--- config.mk ---
export PLATFORM = sky130hd
export DESIGN_NAME = http_request_head_parser
export DESIGN_NICKNAME = d
export VERILOG_FILES = /design/src/design/hrhp_pkg.sv /design/src/design/http_request_head_parser.sv /design/src/design/hrhp_front.sv /design/src/design/hrhp_queue.sv /design/src/design/hrhp_back.sv
export VERILOG_INCLUDE_DIRS = /design/src /design/src/design
export SDC_FILE = /design/constraint.sdc
export NUM_CORES = 1
export LEC_CHECK = 0
export ABC_CLOCK_PERIOD_IN_PS = 16700
export BUFFER_PORTS_ARGS = -buffer_cell sky130_fd_sc_hd__buf_2
export CAP_MARGIN = 20
export CORE_MARGIN = 1.5
export CORE_UTILIZATION = 66
export DETAILED_ROUTE_END_ITERATION = 10
export HOLD_SLACK_MARGIN = 0.08
export PLACE_DENSITY = 0.86
export SLEW_MARGIN = 20
export SYNTH_ARGS = -nofsm -noshare
export SYNTH_HDL_FRONTEND = slang
export SYNTH_SLANG_ARGS = --single-unit
--- constraint.sdc ---
create_clock -name clk -period 16.7 [get_ports clk]
set_clock_uncertainty 0.1 [all_clocks]
set_input_delay 3.34 -clock clk [delete_from_list [all_inputs] [get_ports clk]]
set_output_delay 3.34 -clock clk [all_outputs]
set_load 0.05 [all_outputs]
--- src/design/http_request_head_parser_assert.svh ---
// Assertion macros for the request head parser.
`ifndef HTTP_REQUEST_HEAD_PARSER_ASSERT_SVH
`define HTTP_REQUEST_HEAD_PARSER_ASSERT_SVH

`ifndef SYNTHESIS

`define HRHP_ASSERT(label, clk, rst, prop) \
  label: assert property (@(posedge clk) disable iff (rst) prop) \
    else $error("assertion failed");

`define HRHP_ASSERT_NEXT(label, clk, rst, ante, cons) \
  label: assert property (@(posedge clk) disable iff (rst) (ante) |=> (cons)) \
    else $error("assertion failed");

`else

`define HRHP_ASSERT(label, clk, rst, prop)

`define HRHP_ASSERT_NEXT(label, clk, rst, ante, cons)

`endif

`endif

--- src/design/hrhp_pkg.sv ---
`default_nettype none

package hrhp_pkg;

  localparam logic [2:0] KIND_NONE    = 3'd0;
  localparam logic [2:0] KIND_METHOD  = 3'd1;
  localparam logic [2:0] KIND_URL     = 3'd2;
  localparam logic [2:0] KIND_VERSION = 3'd3;
  localparam logic [2:0] KIND_KEY     = 3'd4;
  localparam logic [2:0] KIND_VALUE   = 3'd5;
  localparam logic [2:0] KIND_DONE    = 3'd6;

  localparam logic [1:0] REG_MAX_HEADERS           = 2'd0;
  localparam logic [1:0] REG_DECODE_PERCENT        = 2'd1;
  localparam logic [1:0] REG_SEPARATOR_NEEDS_SPACE = 2'd2;

  typedef struct packed {
    logic [2:0] kind;
    logic [7:0] out_byte;
    logic       byte_valid;
    logic       field_end;
    logic       is_get;
    logic [7:0] header_number;
    logic       header_overflow;
    logic       malformed;
  } result_t;

  // Results caused by one input word, oldest in slot 0.
  typedef struct packed {
    logic [1:0]       cnt;
    result_t [2:0]    res;
  } bundle_t;

endpackage

`default_nettype wire

--- src/design/http_request_head_parser.sv ---
// HTTP request head parser.
// Input: one raw request byte per word on in_byte, taken when push is high
// and full is low. Results: one tagged word per pop, shown while empty is
// low; a byte causes zero to three results, and last marks its final one.
// Configuration: APB writes to max_headers (0x0), decode_percent (0x4) and
// separator_needs_space (0x8). The user must make them only while the block
// is idle; the block does not enforce this. A byte's results go through the
// queue into the output register. Throughput: one byte per cycle while each
// byte yields at most one result and pop stays high; the output side moves
// one result per cycle while pop is high. Each byte with results takes one
// of QUEUE_DEPTH queue entries, and full rises when the queue fills.
// Reset: parser state, queue and output valid flag clear; registers return
// to 12, 1 and 1. When the receiver stalls, the current result holds, the
// queue fills and full then stops the input.
`default_nettype none

module http_request_head_parser
  import hrhp_pkg::*;
#(
  parameter int QUEUE_DEPTH = 4
) (
  input  wire logic        clk,
  input  wire logic        rst,
  input  wire logic [7:0]  in_byte,
  input  wire logic        push,
  output logic             full,
  output logic [2:0]       field_kind,
  output logic [7:0]       out_byte,
  output logic             byte_valid,
  output logic             field_end,
  output logic             is_get,
  output logic [7:0]       header_number,
  output logic             header_overflow,
  output logic             malformed,
  output logic             last,
  output logic             empty,
  input  wire logic        pop,
  input  wire logic        psel,
  input  wire logic        penable,
  input  wire logic        pwrite,
  input  wire logic [3:0]  paddr,
  input  wire logic [31:0] pwdata,
  output logic [31:0]      prdata,
  output logic             pready
);

  `include "http_request_head_parser_assert.svh"

  logic [7:0] max_headers;
  logic       decode_percent;
  logic       separator_needs_space;
  logic       accept;
  logic       q_full;
  logic       q_empty;
  logic       q_pop;
  bundle_t    front_bundle;
  bundle_t    q_head;
  result_t    result;
  logic [1:0] reg_idx;

  assign reg_idx = paddr[3:2];
  assign pready  = 1'b1;
  assign full    = q_full;
  assign accept  = push && !q_full;

  always_ff @(posedge clk) begin
    if (rst) begin
      max_headers           <= 8'd12;
      decode_percent        <= 1'b1;
      separator_needs_space <= 1'b1;
    end else if (psel && penable && pwrite && pready) begin
      case (reg_idx)
        REG_MAX_HEADERS:           max_headers           <= pwdata[7:0];
        REG_DECODE_PERCENT:        decode_percent        <= pwdata[0];
        REG_SEPARATOR_NEEDS_SPACE: separator_needs_space <= pwdata[0];
        default: ;
      endcase
    end
  end

  always_comb begin
    case (reg_idx)
      REG_MAX_HEADERS:           prdata = {24'd0, max_headers};
      REG_DECODE_PERCENT:        prdata = {31'd0, decode_percent};
      REG_SEPARATOR_NEEDS_SPACE: prdata = {31'd0, separator_needs_space};
      default:                   prdata = 32'd0;
    endcase
  end

  hrhp_front u_front (
    .clk                   (clk),
    .rst                   (rst),
    .accept                (accept),
    .in_byte               (in_byte),
    .max_headers           (max_headers),
    .decode_percent        (decode_percent),
    .separator_needs_space (separator_needs_space),
    .bundle                (front_bundle)
  );

  hrhp_queue #(
    .DEPTH (QUEUE_DEPTH)
  ) u_queue (
    .clk   (clk),
    .rst   (rst),
    .push  (accept && front_bundle.cnt != 2'd0),
    .wdata (front_bundle),
    .pop   (q_pop),
    .rdata (q_head),
    .full  (q_full),
    .empty (q_empty)
  );

  hrhp_back u_back (
    .clk        (clk),
    .rst        (rst),
    .head       (q_head),
    .head_empty (q_empty),
    .head_pop   (q_pop),
    .pop        (pop),
    .empty      (empty),
    .result     (result),
    .last       (last)
  );

  assign field_kind      = result.kind;
  assign out_byte        = result.out_byte;
  assign byte_valid      = result.byte_valid;
  assign field_end       = result.field_end;
  assign is_get          = result.is_get;
  assign header_number   = result.header_number;
  assign header_overflow = result.header_overflow;
  assign malformed       = result.malformed;

  `HRHP_ASSERT_NEXT(a_burst_continues, clk, rst, pop && !empty && !last, !empty)
  `HRHP_ASSERT(a_none_is_malformed, clk, rst,
    (!empty && field_kind == KIND_NONE) |-> (malformed && !byte_valid))
  `HRHP_ASSERT(a_byte_or_end, clk, rst, !empty |-> !(byte_valid && field_end))
  `HRHP_ASSERT(a_get_on_method_end, clk, rst,
    (!empty && is_get) |-> (field_kind == KIND_METHOD && field_end))

endmodule

`default_nettype wire

--- src/design/hrhp_front.sv ---
`default_nettype none

module hrhp_front
  import hrhp_pkg::*;
(
  input  wire logic       clk,
  input  wire logic       rst,
  input  wire logic       accept,
  input  wire logic [7:0] in_byte,
  input  wire logic [7:0] max_headers,
  input  wire logic       decode_percent,
  input  wire logic       separator_needs_space,
  output bundle_t         bundle
);

  localparam logic [7:0] CH_CR      = 8'h0d;
  localparam logic [7:0] CH_LF      = 8'h0a;
  localparam logic [7:0] CH_SPACE   = 8'h20;
  localparam logic [7:0] CH_PERCENT = 8'h25;
  localparam logic [7:0] CH_COLON   = 8'h3a;
  localparam logic [2:0] MPOS_FULL  = 3'd3;
  localparam logic [2:0] MPOS_FAIL  = 3'd4;
  localparam logic [7:0] COUNT_MAX  = 8'd255;

  typedef enum logic [2:0] {
    PH_METHOD,
    PH_URL,
    PH_VERSION,
    PH_KEY,
    PH_VALUE
  } phase_t;

  phase_t     phase, phase_next;
  logic       cr_pending, cr_pending_next;
  logic [1:0] percent_stage, percent_stage_next;
  logic [7:0] first_hex_char, first_hex_char_next;
  logic       colon_seen, colon_seen_next;
  logic       line_nonempty, line_nonempty_next;
  logic [2:0] method_match_pos, method_match_pos_next;
  logic [7:0] header_count, header_count_next;

  function automatic logic [4:0] hex_decode(logic [7:0] c);
    logic [4:0] r;
    r = 5'd0;
    if (c >= 8'h30 && c <= 8'h39) begin
      r = {1'b1, 4'(c - 8'h30)};
    end else if (c >= 8'h61 && c <= 8'h66) begin
      r = {1'b1, 4'(c - 8'h57)};
    end else if (c >= 8'h41 && c <= 8'h46) begin
      r = {1'b1, 4'(c - 8'h37)};
    end
    return r;
  endfunction

  function automatic logic [7:0] get_char(logic [2:0] pos);
    logic [7:0] r;
    case (pos)
      3'd0:    r = 8'h67;
      3'd1:    r = 8'h65;
      3'd2:    r = 8'h74;
      default: r = 8'h00;
    endcase
    return r;
  endfunction

  function automatic bundle_t add(bundle_t b, logic [2:0] kind, logic [7:0] data,
                                  logic valid, logic fend, logic get, logic bad);
    result_t r;
    r = '0;
    r.kind       = kind;
    r.out_byte   = valid ? data : 8'd0;
    r.byte_valid = valid;
    r.field_end  = fend;
    r.is_get     = get;
    r.malformed  = bad;
    if (b.cnt != 2'd3) begin
      b.res[b.cnt] = r;
      b.cnt = b.cnt + 2'd1;
    end
    return b;
  endfunction

  function automatic bundle_t flush(bundle_t b, logic [1:0] pst, logic [7:0] hex1,
                                    logic colon);
    bundle_t o;
    o = b;
    if (pst == 2'd1) begin
      o = add(o, KIND_URL, CH_PERCENT, 1'b1, 1'b0, 1'b0, 1'b0);
    end else if (pst == 2'd2) begin
      o = add(o, KIND_URL, CH_PERCENT, 1'b1, 1'b0, 1'b0, 1'b0);
      o = add(o, KIND_URL, hex1, 1'b1, 1'b0, 1'b0, 1'b0);
    end
    if (colon) begin
      o = add(o, KIND_KEY, CH_COLON, 1'b1, 1'b0, 1'b0, 1'b0);
    end
    return o;
  endfunction

  always_comb begin
    bundle_t    b;
    logic [4:0] hx_c;
    logic [4:0] hx_1;
    logic       plain;
    logic [7:0] low;
    b     = '0;
    hx_c  = hex_decode(in_byte);
    hx_1  = hex_decode(first_hex_char);
    plain = 1'b1;
    low   = (in_byte >= 8'h41 && in_byte <= 8'h5a) ? in_byte + 8'd32 : in_byte;
    phase_next            = phase;
    cr_pending_next       = cr_pending;
    percent_stage_next    = percent_stage;
    first_hex_char_next   = first_hex_char;
    colon_seen_next       = colon_seen;
    line_nonempty_next    = line_nonempty;
    method_match_pos_next = method_match_pos;
    header_count_next     = header_count;

    if (in_byte == CH_CR) begin
      if (cr_pending) begin
        b = add(b, KIND_NONE, 8'd0, 1'b0, 1'b0, 1'b0, 1'b1);
      end
      b = flush(b, percent_stage, first_hex_char, colon_seen);
      percent_stage_next = 2'd0;
      colon_seen_next    = 1'b0;
      cr_pending_next    = 1'b1;
    end else if (in_byte == CH_LF) begin
      cr_pending_next    = 1'b0;
      b = flush(b, percent_stage, first_hex_char, colon_seen);
      percent_stage_next = 2'd0;
      colon_seen_next    = 1'b0;
      case (phase)
        PH_URL: begin
          b = add(b, KIND_URL, 8'd0, 1'b0, 1'b1, 1'b0, 1'b1);
          phase_next = PH_KEY;
        end
        PH_VERSION: begin
          b = add(b, KIND_VERSION, 8'd0, 1'b0, 1'b1, 1'b0, 1'b0);
          phase_next = PH_KEY;
        end
        PH_KEY: begin
          b = add(b, KIND_DONE, 8'd0, 1'b0, 1'b1, 1'b0, line_nonempty);
          phase_next            = PH_METHOD;
          header_count_next     = 8'd0;
          method_match_pos_next = 3'd0;
        end
        PH_VALUE: begin
          b = add(b, KIND_VALUE, 8'd0, 1'b0, 1'b1, 1'b0, 1'b0);
          if (header_count != COUNT_MAX) begin
            header_count_next = header_count + 8'd1;
          end
          phase_next = PH_KEY;
        end
        default: begin
          if (line_nonempty) begin
            b = add(b, KIND_METHOD, 8'd0, 1'b0, 1'b1,
                    method_match_pos == MPOS_FULL, 1'b1);
            phase_next = PH_KEY;
          end
          method_match_pos_next = 3'd0;
        end
      endcase
      line_nonempty_next = 1'b0;
    end else begin
      if (cr_pending) begin
        b = add(b, KIND_NONE, 8'd0, 1'b0, 1'b0, 1'b0, 1'b1);
        cr_pending_next = 1'b0;
      end
      line_nonempty_next = 1'b1;
      case (phase)
        PH_URL: begin
          if (percent_stage == 2'd1) begin
            if (hx_c[4]) begin
              first_hex_char_next = in_byte;
              percent_stage_next  = 2'd2;
              plain = 1'b0;
            end else begin
              b = add(b, KIND_URL, CH_PERCENT, 1'b1, 1'b0, 1'b0, 1'b0);
              percent_stage_next = 2'd0;
            end
          end else if (percent_stage == 2'd2) begin
            if (hx_c[4]) begin
              b = add(b, KIND_URL, {hx_1[3:0], hx_c[3:0]}, 1'b1, 1'b0, 1'b0, 1'b0);
              percent_stage_next = 2'd0;
              plain = 1'b0;
            end else begin
              b = add(b, KIND_URL, CH_PERCENT, 1'b1, 1'b0, 1'b0, 1'b0);
              b = add(b, KIND_URL, first_hex_char, 1'b1, 1'b0, 1'b0, 1'b0);
              percent_stage_next = 2'd0;
            end
          end
          if (plain) begin
            if (in_byte == CH_SPACE) begin
              b = add(b, KIND_URL, 8'd0, 1'b0, 1'b1, 1'b0, 1'b0);
              phase_next = PH_VERSION;
            end else if (in_byte == CH_PERCENT && decode_percent) begin
              percent_stage_next = 2'd1;
            end else begin
              b = add(b, KIND_URL, in_byte, 1'b1, 1'b0, 1'b0, 1'b0);
            end
          end
        end
        PH_VERSION: begin
          b = add(b, KIND_VERSION, in_byte, 1'b1, 1'b0, 1'b0, 1'b0);
        end
        PH_KEY: begin
          if (colon_seen) begin
            colon_seen_next = 1'b0;
            if (in_byte == CH_SPACE) begin
              b = add(b, KIND_KEY, 8'd0, 1'b0, 1'b1, 1'b0, 1'b0);
              phase_next = PH_VALUE;
              plain = 1'b0;
            end else begin
              b = add(b, KIND_KEY, CH_COLON, 1'b1, 1'b0, 1'b0, 1'b0);
            end
          end
          if (plain) begin
            if (in_byte == CH_COLON) begin
              if (separator_needs_space) begin
                colon_seen_next = 1'b1;
              end else begin
                b = add(b, KIND_KEY, 8'd0, 1'b0, 1'b1, 1'b0, 1'b0);
                phase_next = PH_VALUE;
              end
            end else begin
              b = add(b, KIND_KEY, in_byte, 1'b1, 1'b0, 1'b0, 1'b0);
            end
          end
        end
        PH_VALUE: begin
          b = add(b, KIND_VALUE, in_byte, 1'b1, 1'b0, 1'b0, 1'b0);
        end
        default: begin
          if (in_byte == CH_SPACE) begin
            b = add(b, KIND_METHOD, 8'd0, 1'b0, 1'b1,
                    method_match_pos == MPOS_FULL, 1'b0);
            method_match_pos_next = 3'd0;
            phase_next = PH_URL;
          end else begin
            b = add(b, KIND_METHOD, in_byte, 1'b1, 1'b0, 1'b0, 1'b0);
            if (method_match_pos < MPOS_FULL && low == get_char(method_match_pos)) begin
              method_match_pos_next = method_match_pos + 3'd1;
            end else begin
              method_match_pos_next = MPOS_FAIL;
            end
          end
        end
      endcase
    end

    for (int i = 0; i < 3; i++) begin
      if (b.res[i].kind == KIND_KEY || b.res[i].kind == KIND_VALUE) begin
        b.res[i].header_number   = header_count;
        b.res[i].header_overflow = header_count >= max_headers;
      end else if (b.res[i].kind == KIND_DONE) begin
        b.res[i].header_number   = header_count;
        b.res[i].header_overflow = header_count > max_headers;
      end
    end
    bundle = b;
  end

  always_ff @(posedge clk) begin
    if (rst) begin
      phase            <= PH_METHOD;
      cr_pending       <= 1'b0;
      percent_stage    <= 2'd0;
      first_hex_char   <= 8'd0;
      colon_seen       <= 1'b0;
      line_nonempty    <= 1'b0;
      method_match_pos <= 3'd0;
      header_count     <= 8'd0;
    end else if (accept) begin
      phase            <= phase_next;
      cr_pending       <= cr_pending_next;
      percent_stage    <= percent_stage_next;
      first_hex_char   <= first_hex_char_next;
      colon_seen       <= colon_seen_next;
      line_nonempty    <= line_nonempty_next;
      method_match_pos <= method_match_pos_next;
      header_count     <= header_count_next;
    end
  end

endmodule

`default_nettype wire

--- src/design/hrhp_queue.sv ---
`default_nettype none

module hrhp_queue
  import hrhp_pkg::*;
#(
  parameter int DEPTH = 4
) (
  input  wire logic    clk,
  input  wire logic    rst,
  input  wire logic    push,
  input  wire bundle_t wdata,
  input  wire logic    pop,
  output bundle_t      rdata,
  output logic         full,
  output logic         empty
);

  localparam int AW = (DEPTH > 1) ? $clog2(DEPTH) : 1;
  localparam int CW = $clog2(DEPTH + 1);
  localparam logic [AW-1:0] LAST_ADDR = AW'(DEPTH - 1);
  localparam logic [CW-1:0] FULL_CNT  = CW'(DEPTH);

  bundle_t       mem [DEPTH];
  logic [AW-1:0] wr_ptr;
  logic [AW-1:0] rd_ptr;
  logic [CW-1:0] count;

  assign full  = (count == FULL_CNT);
  assign empty = (count == '0);
  assign rdata = mem[rd_ptr];

  always_ff @(posedge clk) begin
    if (push && !full) begin
      mem[wr_ptr] <= wdata;
    end
  end

  always_ff @(posedge clk) begin
    if (rst) begin
      wr_ptr <= '0;
      rd_ptr <= '0;
      count  <= '0;
    end else begin
      if (push && !full) begin
        wr_ptr <= (wr_ptr == LAST_ADDR) ? '0 : wr_ptr + AW'(1);
      end
      if (pop && !empty) begin
        rd_ptr <= (rd_ptr == LAST_ADDR) ? '0 : rd_ptr + AW'(1);
      end
      if ((push && !full) && !(pop && !empty)) begin
        count <= count + CW'(1);
      end else if (!(push && !full) && (pop && !empty)) begin
        count <= count - CW'(1);
      end
    end
  end

endmodule

`default_nettype wire

--- src/design/hrhp_back.sv ---
`default_nettype none

module hrhp_back
  import hrhp_pkg::*;
(
  input  wire logic    clk,
  input  wire logic    rst,
  input  wire bundle_t head,
  input  wire logic    head_empty,
  output logic         head_pop,
  input  wire logic    pop,
  output logic         empty,
  output result_t      result,
  output logic         last
);

  logic [1:0] idx;
  logic       ovalid;
  logic       load;
  logic       is_last;

  assign load     = !head_empty && (!ovalid || pop);
  assign is_last  = (idx == head.cnt - 2'd1);
  assign head_pop = load && is_last;
  assign empty    = !ovalid;

  always_ff @(posedge clk) begin
    if (rst) begin
      ovalid <= 1'b0;
      idx    <= 2'd0;
    end else begin
      if (load) begin
        ovalid <= 1'b1;
        idx    <= is_last ? 2'd0 : idx + 2'd1;
      end else if (pop) begin
        ovalid <= 1'b0;
      end
    end
  end

  always_ff @(posedge clk) begin
    if (load) begin
      result <= head.res[idx];
      last   <= is_last;
    end
  end

endmodule

`default_nettype wire

* After elaboration in Yosys (flattened, before gate mapping)
Memories as Yosys holds them, arrays and structs flattened. A register that Yosys moved wholly into a read port is not among the register bits. Cells that the tools add are included. Widths: inputs -> output; s select.
Operators by class: add/sub/neg operators 25, magnitude comparators 37, equal/unequal tests 48, muxes and demuxes 190, bitwise gates (word level) 35, reduce and logical (&&, ||, !) cells 61
Operator list (number):
- $mux 74 | 68
- $bwmux 72 | 12
- $pmux 74 s4 | 2
- $demux 24 s2 | 10
- $mux 24 | 15
- $and 66x66->66 | 3
- $not 66->66 | 3
- $and 63x63->63 | 3
- $not 63->63 | 3
- $and 54x54->54 | 3
- $not 54->54 | 3
- $and 57x57->57 | 2
- $not 57->57 | 2
- $mux 73 | 1
- $mux 9 | 6
- $or 18x18->18 | 3
- $mux 3 | 17
- $bmux 24 s2 | 1
- $mux 8 | 6
- $le 8x7->1 const B | 5
- $mux 2 | 18
- $eq 3x3->1 const B | 11
- $lt 2x3->1 const B | 11
- $ge 8x7->1 const B | 4
- 54 further kinds | 184
Storage, ports and cells: bits in registers 72, memory bits (writable) 296, memories kept 1
Memory list:
- u_queue.mem | words 4, bits a word 74, read ports 1, clocked after Yosys merged registers in 1, wr ports 1, RTL line hrhp_queue.sv:23 | bundle_t mem [DEPTH];

* Logic depth before layout (Yosys ltp)
Gate-level depths: netlist (run 1).
word-level depth 47, depth in mapped cells 24

* Cells and area by module
From an unflattened synthesis (run 1), not the netlist that was laid out.
Unflattened totals: cell total of the unflattened synthesis 1409, area, all modules 18579.1 µm²
Modules (own cells, without submodules):
- hrhp_queue | times used 1, cells each 436, area each 11177.0 µm², seq. area each 9068.7 µm²
- hrhp_front | times used 1, cells each 758, area each 5230.0 µm², seq. area each 540.5 µm²
- hrhp_back | times used 1, cells each 130, area each 1441.4 µm², seq. area each 810.8 µm²
- http_request_head_parser | times used 1, cells each 85, area each 730.7 µm², seq. area each 200.2 µm²

* Least setup slack after synthesis (run 1)
No wires, ideal clock.
kind input -> register, from input port in_byte[1], to memory u_queue.mem[0][0] (netlist bit) (enable), library setup time 0.440 ns, arrival time 8.262 ns, path slack 7.897 ns, cell stages on the path 16, buffers on the path 2, path through clkbuf_1 inv_1 ha_1 nor3b_1 a211o_1 o32ai_2 nand2b_1 buf_4 ha_1 and2_1 o31ai_1 nand3b_1 a31oi_1 a221oi_2 a41oi_2 and2_1
Between the ends: cells in the longest elaborated chain, start to end 24, elaborated cells on any way between the ends 64
RTL lines:
- from (decl) | RTL line http_request_head_parser.sv:24 | input wire logic [7:0] in_byte,
- $ge 8x7->1 / $le 8x7->1 (equally long branches) | RTL line hrhp_front.sv:49 | end else if (c >= 8'h41 && c <= 8'h46) begin
- $logic_and 1x1->1 | RTL line hrhp_front.sv:49
- $mux 5 | RTL line hrhp_front.sv:49
- $mux 5 | RTL line hrhp_front.sv:47 | end else if (c >= 8'h61 && c <= 8'h66) begin
- $mux 5 | RTL line hrhp_front.sv:45 | if (c >= 8'h30 && c <= 8'h39) begin
- $mux 74 | RTL line hrhp_front.sv:182 | if (hx_c[4]) begin
- $mux 74 | RTL line hrhp_front.sv:181 | end else if (percent_stage == 2'd2) begin
- $mux 74 | RTL line hrhp_front.sv:172 | if (percent_stage == 2'd1) begin
- [8 not listed]
- $pmux 74 s4 | RTL line hrhp_front.sv:170 | case (phase)
- $mux 74 | RTL line hrhp_front.sv:127 | end else if (in_byte == CH_LF) begin
- $mux 74 * | RTL line hrhp_front.sv:119 | if (in_byte == CH_CR) begin
- $reduce_bool 2->1 * | RTL line http_request_head_parser.sv:106 | .push (accept && front_bundle.cnt != 2'd0),
- $logic_and 1x1->1 * | RTL line http_request_head_parser.sv:106
- $logic_and 1x1->1 * | RTL line hrhp_queue.sv:33 | if (push && !full) begin
- $mux 1 * | RTL line hrhp_queue.sv:33
- $mux 1 (not written as such) * | RTL line hrhp_queue.sv:34 | mem[wr_ptr] <= wdata;
- to (decl) | RTL line hrhp_queue.sv:23
Mark *: on every way between the ends. The rest lies on a longest branch, timed or not. The select of a mux whose other input is x is not followed.

* Final worst setup path (run 1)
from input port in_byte[0], to memory u_queue.mem[0][34] (netlist bit) (enable)
The elaborated chain is that of the path after synthesis.

==> tab_implementation.tex, run 1 <==
\begin{tabular}{lr}
\hline
Metric & Value \\
\hline
\multicolumn{2}{l}{\textbf{Routing}} \\
\quad Routed wirelength normalized by instance count & 28.8 um \\
\quad Via-to-Cell Ratio & 7.00 \\
\quad Initial DRC count & about 2000 \\
\quad Total via count in the routed design & roughly 13000 \\
\quad Final routed DRC violation total & 0 \\
\quad Count of TritonRoute iterations in the first routing pass & 6 \\
\quad Met3 Routed Length & 5.74 mm \\
\quad Antenna Violating Nets Remaining & 0 \\
\quad Met2 wire len & 26.1 mm \\
\quad Total wirelength of the detailed-routed design & 54.8 mm \\
\quad Highest routed layer & met4 \\
\quad Post-Route M1 WL & around 21 mm \\
\multicolumn{2}{l}{\textbf{Yosys}} \\
\quad Synth Register Bits & 370 \\
\quad Avg Cell Area, Syn & approximately 13 um2 \\
\quad Unique cell type count in the Yosys netlist & 88 \\
\quad Netlist Area Pre-Place & 18500 um2 \\
\quad Prevailing post-synth register cell & edfxtp\_1 \\
\quad Number of synthesized flops with an enable pin & 321 \\
\quad Synthesized-area fraction occupied by xor and xnor cells & 0.00806 \\
\quad Synth area leaders & edfxtp\_1 52\%, mux4\_2 9.0\%, dfxtp\_1 5.3\% \\
\quad Number of standard cells after synthesis & about 1500 \\
\quad Dominant combinational cell family by area after synthesis & multiplexers \\
\quad Synthesized-area fraction occupied by ao, oa, aoi and oai cells & 0.111 \\
\quad Yosys warning total & 0 \\
\quad Async set-reset flop share out of synthesis & 0 \\
\quad Share of the synthesized area in the top cell type & 0.522 \\
\quad Multiplexer fraction of the synthesized cell area & 0.115 \\
\quad Sequential cell area fraction in the yosys report & 0.575 \\
\quad Cell taking the most area after synthesis & edfxtp\_1 \\
\quad Area share of and/or/nand/nor cells after synthesis & 0.111 \\
\quad Post-synthesis adder-cell area fraction & 0.0356 \\
\multicolumn{2}{l}{\textbf{Timing}} \\
\quad Number of pins exceeding their max-slew limit in the final report & 0 \\
\quad Slew Limit Headroom & 0.333 \\
\quad Share of the clock period used by the worst path & 0.529 \\
\quad Final count of negative-setup-slack endpoints & 0 \\
\quad RSZ-0062 raised after global routing & no \\
\quad Highest attainable clock frequency & 113 MHz \\
\quad Minimum clock period after layout & 8830 ps \\
\quad Sum of negative setup slack & 0 ps \\
\quad Total count of hold-check failures in the final report & 0 \\
\quad Hold WS & 353 ps \\
\quad Transition at the pin with the smallest max-transition slack & 1000 ps \\
\multicolumn{2}{l}{\textbf{Setup path}} \\
\quad Crit path top cell by count & ha\_1 \\
\quad Data arrival time at the worst-slack endpoint & 8890 ps \\
\quad Number of cells on the worst reg-to-reg path & 8 \\
\quad Endpoint required time on the critical path & 16760 ps \\
\quad Worst path bufs/invs & 3 \\
\quad Largest fanout on the critical path & 49 \\
\quad Crit. path cell count & 16 \\
\quad Max stage delay on crit path & 710 ps \\
\quad Critical path destination & u\_queue.mem[0][34] \\
\quad R2r setup slk & 11730 ps \\
\quad End of the worst register-to-register path & u\_queue.mem[0][34] \\
\quad Kind of cell with the highest combined delay on the critical path & compound AO/OA/AOI/OAI gates \\
\quad Worst Setup SP & in\_byte[0] \\
\quad Crit Path Class & in -> reg \\
\quad Launch point of the worst reg-to-reg path & u\_front.phase[1] \\
\quad Type of origin of the critical path & input pin \\
\quad Ordered list of cells on the worst path & buf\_2, inv\_1, ha\_1, nor3b\_1, a211o\_1, o32ai\_2, nand2b\_1, ha\_1, and2\_1, o31ai\_1, nand3b\_1, a31oi\_1, a221oi\_2, a41oi\_2, and2\_4, buf\_4 \\
\quad Slowest CP cell & buf\_4 \\
\quad Crit end category & flip-flop \\
\multicolumn{2}{l}{\textbf{Clock network}} \\
\quad Number of buffers created by CTS & 38 \\
\quad Htree depth & 2 \\
\quad Reg clk slew, reported paths & $\sim$60 ps \\
\quad Post-CTS Repair Setup Buffers & 0 \\
\quad Master cell of the clock root buffer & clkbuf\_16 \\
\quad Clock tree from TritonCTS & built \\
\quad Later-pin clock latency in the skew report & 550 ps \\
\quad Number of hold buffers added after CTS & 0 \\
\quad Number of gates resized after cts & 0 \\
\quad TritonCTS sink count & 370 \\
\quad Clock buffer depth & 3 \\
\multicolumn{2}{l}{\textbf{Final layout}} \\
\quad Final core occ & 0.734 \\
\quad Fillers & around 1700 \\
\quad Net count reported at finish & 1598 \\
\quad N\_diodes & 0 \\
\quad Syn-to-layout area delta & 9.70\% \\
\quad Fraction of layout instances using a drive strength above 1 & 0.158 \\
\multicolumn{2}{l}{\textbf{Pwr}} \\
\quad Max VDD drop & 0.0958 mV \\
\quad Total chip power & 2.66 mW \\
\quad Portion of total power attributed to combinational logic & 0.223 \\
\quad Proportion of total power due to net switching & 0.315 \\
\quad Clock network power share & 0.329 \\
\quad Ratio of total power to cell area & 131 nW/um2 \\
\quad Switch Pwr & $\sim$840 uW \\
\quad Sequential Power Share & 0.448 \\
\quad Leakage power summed over all cells & 6.94 nW \\
\quad Internal portion of total power & 1.82 mW \\
\multicolumn{2}{l}{\textbf{Floorplanning}} \\
\quad Horizontal die dimension & roughly 170 um \\
\quad Die area & 29000 um2 \\
\quad Starting Density & 0.669 \\
\quad DIE HEIGHT & 170 um \\
\quad Area of the core region & between 20000 and 30000 um2 \\
\quad I/O Pins & 111 \\
\quad Number of placement rows & 61 \\
\multicolumn{2}{l}{\textbf{Global route}} \\
\quad Pin count of the biggest net entering global routing & between 60 and 70 \\
\quad Global-route wire length before repair & 81.1 mm \\
\quad Combined global-route utilization of all metal layers & 0.386 \\
\quad Via count of the first global-routing pass & 12841 \\
\quad Number of antenna violations at the first check in global routing & 1 \\
\quad GRT Residual Overflow & 0 \\
\multicolumn{2}{l}{\textbf{Min path}} \\
\quad Worst Hold Class & reg -> reg \\
\multicolumn{2}{l}{\textbf{Flow run}} \\
\quad Max-cap violation count & 0 \\
\multicolumn{2}{l}{\textbf{Place}} \\
\quad Gp weighted congestion & 0.987 \\
\quad Detailed placement HPWL & 32.7 mm \\
\quad Input/output buffers & between 50 and 60 \\
\multicolumn{2}{l}{\textbf{Outcome}} \\
\quad Outcome & complete, no violations \\
\hline
\end{tabular}
## cell type report
cell class / instances / area [um2] / share of cell area
clock inverters: 20 / 258 / 0.0127
repair buffers: 84 / 483 / 0.0238
inverters: 67 / 251 / 0.0124
clock buffers: 49 / 1020 / 0.0504
well taps: 378 / 473 / 0.0233
multi-input cells: 934 / 7150 / 0.353
flip-flops and latches: 370 / 10600 / 0.524
## cells by family (layout without fill, tap and decap cells)
family / after synthesis / after routing
flip-flops: 370 / 370
AO/OA/AOI/OAI: 307 / 307
XOR/XNOR: 17 / 17
adder cells (fa/ha/maj): 52 / 52
AND/OR/NAND/NOR: 413 / 413
other: 2 / 25
buffers and inverters: 182 / 220
multiplexers: 120 / 120
## how the worst min path moves through the flow
stage                   start        endpoint  cells after the start
5_1_grt        max_headers[5]  max_headers[5]                      2
3_3_place_gp   max_headers[1]  max_headers[1]                      2
6_report       max_headers[6]  max_headers[6]                      2
2_1_floorplan  max_headers[1]  max_headers[1]                      2
4_1_cts        max_headers[6]  max_headers[6]                      2
3_5_place_dp   max_headers[6]  max_headers[6]                      2
## flip-flops by register name, indices dropped and copies added, names as in the netlist, 2 cells and up, named ones only
signal and count:
u_queue.mem 296, u_back.result 24, max_headers 8, u_front.first_hex_char 8, u_front.header_count 8, u_front.method_match_pos 3
u_front.phase 3, u_queue.count 3, u_back.idx 2, u_front.percent_stage 2, u_queue.rd_ptr 2, u_queue.wr_ptr 2
## worst reg2reg max path, delay by kind of cell (launching register included)
kind | cells | cell delay, ps
AOI/OAI and AO/OA | 3 | 1210
DFF | 1 | 910
buffers and inverters | 1 | 720
xor gates and xnor gates | 1 | 710
and+or+nand+nor | 3 | 900
## through the flow
stage          std cells  worst slack [ps]  area [um2]
2_1_floorplan       1486              7900       18600
3_3_place_gp        1832              7480       19000
3_5_place_dp        1832              7530       19000
4_1_cts             1901              8050       20300
5_1_grt             1902              7660       20300
6_report            1902              7870       20300
## synth_stat cells (12+ instances only)
library cell	n
edfxtp_1	321
nor2_1	107
nand2_1	101
mux4_2	74
a21oi_1	70
inv_1	65
clkbuf_1	58
ha_1	51
dfxtp_1	49
mux2i_1	44
o21ai_0	42
nor3_1	40
o22ai_1	33
and2_1	32
nand3_1	31
buf_4	26
a31oi_1	19
nand2b_1	19
o21ai_1	19
buf_1	15
buf_2	15
nor2b_1	15
a211oi_1	14
nand4_1	12
or3_1	12
## power by group through the flow
stage / clock network (mW) / registers, mW / logic (mW)
2_1_floorplan: 0 / 1.29 / 0.325
5_1_grt: 0.912 / 1.20 / 0.623
4_1_cts: 0.878 / 1.19 / 0.590
3_3_place_gp: 0 / 1.19 / 0.554
6_report: 0.876 / 1.19 / 0.593
3_5_place_dp: 0 / 1.20 / 0.570
## per-layer routing
metal / up-vias / global-route usage
met5: - / 0
met4: 0 / 0.151
met3: 177 / 0.0735
met2: 976 / 0.618
met1: 6553 / 0.527
li1: 5606 / -
## cells in the final DEF, fill, tap and decap left out, types with 6 or more instances in the layout
cell type  count
or3_1         12
dfxtp_1       46
nor3b_1       10
inv_1         65
o31ai_1        7
nand2b_1      19
o21ai_1       19
clkbuf_1       8
a32oi_1        9
o22ai_1       33
conb_1        25
clkbuf_16     38
nand4_1       12
xnor2_1        7
a211o_1        8
nand2_1      101
nor3_1        40
ha_1          51
nand3_1       31
edfxtp_1     321
mux4_2        74
nor4_1         6
a21oi_1       70
a21o_1        10
o21ai_0       42
a22oi_1        8
a311oi_1       7
a31oi_1       19
buf_4         25
nor2_1       107
a211oi_1      14
xor2_1         9
mux2i_1       44
and2_1        28
buf_2         59
nor2b_1       15
(Power assumes the default switching activity.)
==> run 2, diff against run 1 <==
Settings changed: ABC_CLOCK_PERIOD_IN_PS 16700 to 8490, CORE_UTILIZATION 66 to 61, PLACE_DENSITY 0.86 to 0.8.
Clock period 16.7 ns to 8.49 ns, I/O delays scaled along.
==> tab_implementation.tex, run 2 (synthesis results as in run 1) <==
\begin{tabular}{lr}
\hline
Metric & Value \\
\hline
\multicolumn{2}{l}{\textbf{Timing}} \\
\quad Sum of negative setup slack & 0 ps (unchanged) \\
\quad Total count of hold-check failures in the final report & 0 (unchanged) \\
\quad Share of the clock period used by the worst path & 0.801 \\
\quad Transition at the pin with the smallest max-transition slack & 979 ps (was 1000 ps) \\
\quad Final count of negative-setup-slack endpoints & 0 (unchanged) \\
\quad Number of pins exceeding their max-slew limit in the final report & 0 (unchanged) \\
\quad RSZ-0062 raised after global routing & no (unchanged) \\
\quad Final critical-path setup slack & 1690 ps (was 7870 ps) \\
\quad Slew Limit Headroom & 0.348 (was 0.333) \\
\quad Highest attainable clock frequency & 147 MHz \\
\quad Minimum clock period after layout & roughly 6800 ps \\
\multicolumn{2}{l}{\textbf{Floorplanning}} \\
\quad I/O Pins & 111 (unchanged) \\
\quad Area of the core region & 29700 um2 (was 27600 um2) \\
\quad DIE HEIGHT & 177 um (was 170 um) \\
\quad Number of placement rows & 63 (was 61) \\
\quad Die area & 31300 um2 (was 29000 um2) \\
\quad Starting Density & 0.622 (was 0.669) \\
\quad Horizontal die dimension & 177 um (was 170 um) \\
\multicolumn{2}{l}{\textbf{Min path}} \\
\quad Cell depth of the worst hold path & 2 (unchanged) \\
\quad Worst Hold Class & reg -> reg (unchanged) \\
\quad Worst min-delay path endpoint & max\_headers[1] (was max\_headers[6]) \\
\quad Worst min-delay path startpoint & max\_headers[1] (was max\_headers[6]) \\
\multicolumn{2}{l}{\textbf{Pwr}} \\
\quad Ratio of total power to cell area & 249 nW/um2 (was 131 nW/um2) \\
\quad Leakage power summed over all cells & 6.95 nW (was 6.94 nW) \\
\quad Max VDD drop & 0.154 mV (was 0.0958 mV) \\
\multicolumn{2}{l}{\textbf{Routing}} \\
\quad Met3 Routed Length & 4.66 mm (was 5.74 mm) \\
\quad Post-Route M1 WL & 19.7 mm (was 20.7 mm) \\
\quad Antenna Violating Nets Remaining & 0 (unchanged) \\
\quad Initial DRC count & 1605 (was 2048) \\
\quad Total via count in the routed design & 12937 (was 13312) \\
\quad Highest routed layer & met4 (unchanged) \\
\quad Final routed DRC violation total & 0 (unchanged) \\
\quad Met2 wire len & 23.1 mm (was 26.1 mm) \\
\quad Count of TritonRoute iterations in the first routing pass & 6 (unchanged) \\
\quad Routed wirelength normalized by instance count & 25.5 um (was 28.8 um) \\
\quad Total wirelength of the detailed-routed design & 48.9 mm (was 54.8 mm) \\
\quad Via-to-Cell Ratio & 6.75 (was 7.00) \\
\multicolumn{2}{l}{\textbf{Setup path}} \\
\quad Data arrival time at the worst-slack endpoint & 7150 ps (was 8890 ps) \\
\quad Endpoint required time on the critical path & 8830 ps (was 16760 ps) \\
\quad Launch point of the worst reg-to-reg path & u\_front.percent\_stage[0] (was u\_front.phase[1]) \\
\quad Number of cells on the worst reg-to-reg path & 14 (was 8) \\
\quad Crit Path Class & in -> reg (unchanged) \\
\quad Largest fanout on the critical path & 14 (was 49) \\
\quad End of the worst register-to-register path & u\_queue.count[2] (was u\_queue.mem[0][34]) \\
\quad R2r setup slk & 3690 ps (was 11730 ps) \\
\quad Type of origin of the critical path & input pin (unchanged) \\
\quad Worst Setup SP & in\_byte[0] (unchanged) \\
\quad Crit end category & flip-flop (unchanged) \\
\multicolumn{2}{l}{\textbf{Place}} \\
\quad Detailed placement HPWL & 31.5 mm (was 32.7 mm) \\
\quad Worst slack at placement & 1220 ps (was 7530 ps) \\
\quad Gp weighted congestion & 0.966 (was 0.987) \\
\quad Placed cell area & 19100 um2 (was 19000 um2) \\
\quad Input/output buffers & 59 (unchanged) \\
\multicolumn{2}{l}{\textbf{Final layout}} \\
\quad Net count reported at finish & 1604 (was 1598) \\
\quad Most common library cell in the layout ignoring fill and taps & edfxtp\_1 (unchanged) \\
\quad Fraction of layout instances using a drive strength above 1 & 0.162 (was 0.158) \\
\quad Multi-input logic area & 7160 um2 (was 7150 um2) \\
\quad N\_diodes & 0 (unchanged) \\
\quad Number of flip-flops under the largest register name & 296 (unchanged) \\
\quad Area taken by flip-flops and latches & 10600 um2 (unchanged) \\
\quad Largest registers & u\_queue.mem x296, u\_back.result x24 (unchanged) \\
\quad Syn-to-layout area delta & 10.0\% (was 9.70\%) \\
\quad Commonest cells after routing, fill and taps aside & 321 x edfxtp\_1, 107 x nor2\_1, 101 x nand2\_1 (unchanged) \\
\quad Final standard cell area without fillers & 20300 um2 (about the same) \\
\quad Top register by number of flip-flops & u\_queue.mem (unchanged) \\
\quad Fillers & 2027 (was 1701) \\
\multicolumn{2}{l}{\textbf{Global route}} \\
\quad Pin count of the biggest net entering global routing & 69 (unchanged) \\
\quad GRT Residual Overflow & 0 (unchanged) \\
\quad Global-route wire length before repair & 74.3 mm (was 81.1 mm) \\
\quad Combined global-route utilization of all metal layers & 0.318 (was 0.386) \\
\quad Via count of the first global-routing pass & 12401 (was 12841) \\
\quad Number of antenna violations at the first check in global routing & 0 (was 1) \\
\multicolumn{2}{l}{\textbf{Flow run}} \\
\quad Max-cap violation count & 0 (unchanged) \\
\multicolumn{2}{l}{\textbf{Clock network}} \\
\quad Master cell of the clock root buffer & clkbuf\_16 (unchanged) \\
\quad Number of buffers created by CTS & 38 (unchanged) \\
\quad TritonCTS sink count & 370 (unchanged) \\
\quad Clock buffer depth & 3 (unchanged) \\
\quad Post-CTS Repair Setup Buffers & 0 (unchanged) \\
\quad Number of gates resized after cts & 0 (unchanged) \\
\quad Number of hold buffers added after CTS & 0 (unchanged) \\
\quad Htree depth & 2 (unchanged) \\
\quad Later-pin clock latency in the skew report & 530 ps (was 550 ps) \\
\quad Reg clk slew, reported paths & 60 ps (about the same) \\
\quad Clock tree from TritonCTS & built (unchanged) \\
\multicolumn{2}{l}{\textbf{Outcome}} \\
\quad Outcome & complete, no violations (unchanged) \\
\hline
\end{tabular}
[run 2: cell count changes in the layout (fill, tap and decap cells not counted), sizes merged]
cell	before	now
clkinv	14	18
buf	84	90
clkbuf	49	43
clkinvlp	0	2
inv	69	68
bufinv	4	3
[run 2: report_power, final]
group	switching [mW]	internal (mW)	leakage, nW	total (mW)
clock network	0.691	0.939	0.601	1.63
registers	0.0881	2.23	3.38	2.31
logic	0.755	0.373	2.97	1.13
total	1.53	3.54	6.95	5.07
[run 2: per-stage QoR]
stage	hold WS (ps)	power [mW]	instances	util
CTS	355	5.11	1917	0.684
global route	377	5.25	1918	0.684
floorplan	336	3.18	1486	-
finish	354	5.07	1918	0.684
global placement	342	3.44	1850	0.642
detailed placement	347	3.48	1850	0.642
[run 2: worst max path at each step]
stage,end,slack (ps),cells past startpoint
detailed placement,u_queue.count[2],1220,20
floorplan,u_queue.mem[0][0],1330,16
global placement,u_queue.count[2],1310,20
CTS,u_queue.count[2],1760,20
finish,u_queue.count[2],1690,20
global route,u_queue.count[2],1330,21
[run 2: layer usage]
metal | up-vias | GRT usage
met2 | 787 | 0.508
met1 | 6394 | 0.448
met4 | 0 | 0.101
li1 | 5634 | -
met3 | 122 | 0.0524
met5 | - | 0
[run 2: worst max-delay path: stages]
cell,delay [ps]
buf_2,280
inv_1,220
ha_1,260
nor3b_1,150
a211o_1,300
o32ai_2,400
nand2b_1,440
ha_1,310
and2_1,160
o31ai_1,500
o21ai_0,170
o21ai_0,110
o211ai_1,240
a41oi_2,530
ha_1,300
inv_1,60
fa_1,370
xor2_1,160
or3_1,310
a21oi_1,150
[run 2: layout make-up]
class                   instances  share of cell area
clock buffers                  43              0.0487
clock inverters                24              0.0121
inverters                      67              0.0124
multi-input cells             934               0.352
flip-flops and latches        370               0.523
well taps                     390              0.0240
repair buffers                 90              0.0278
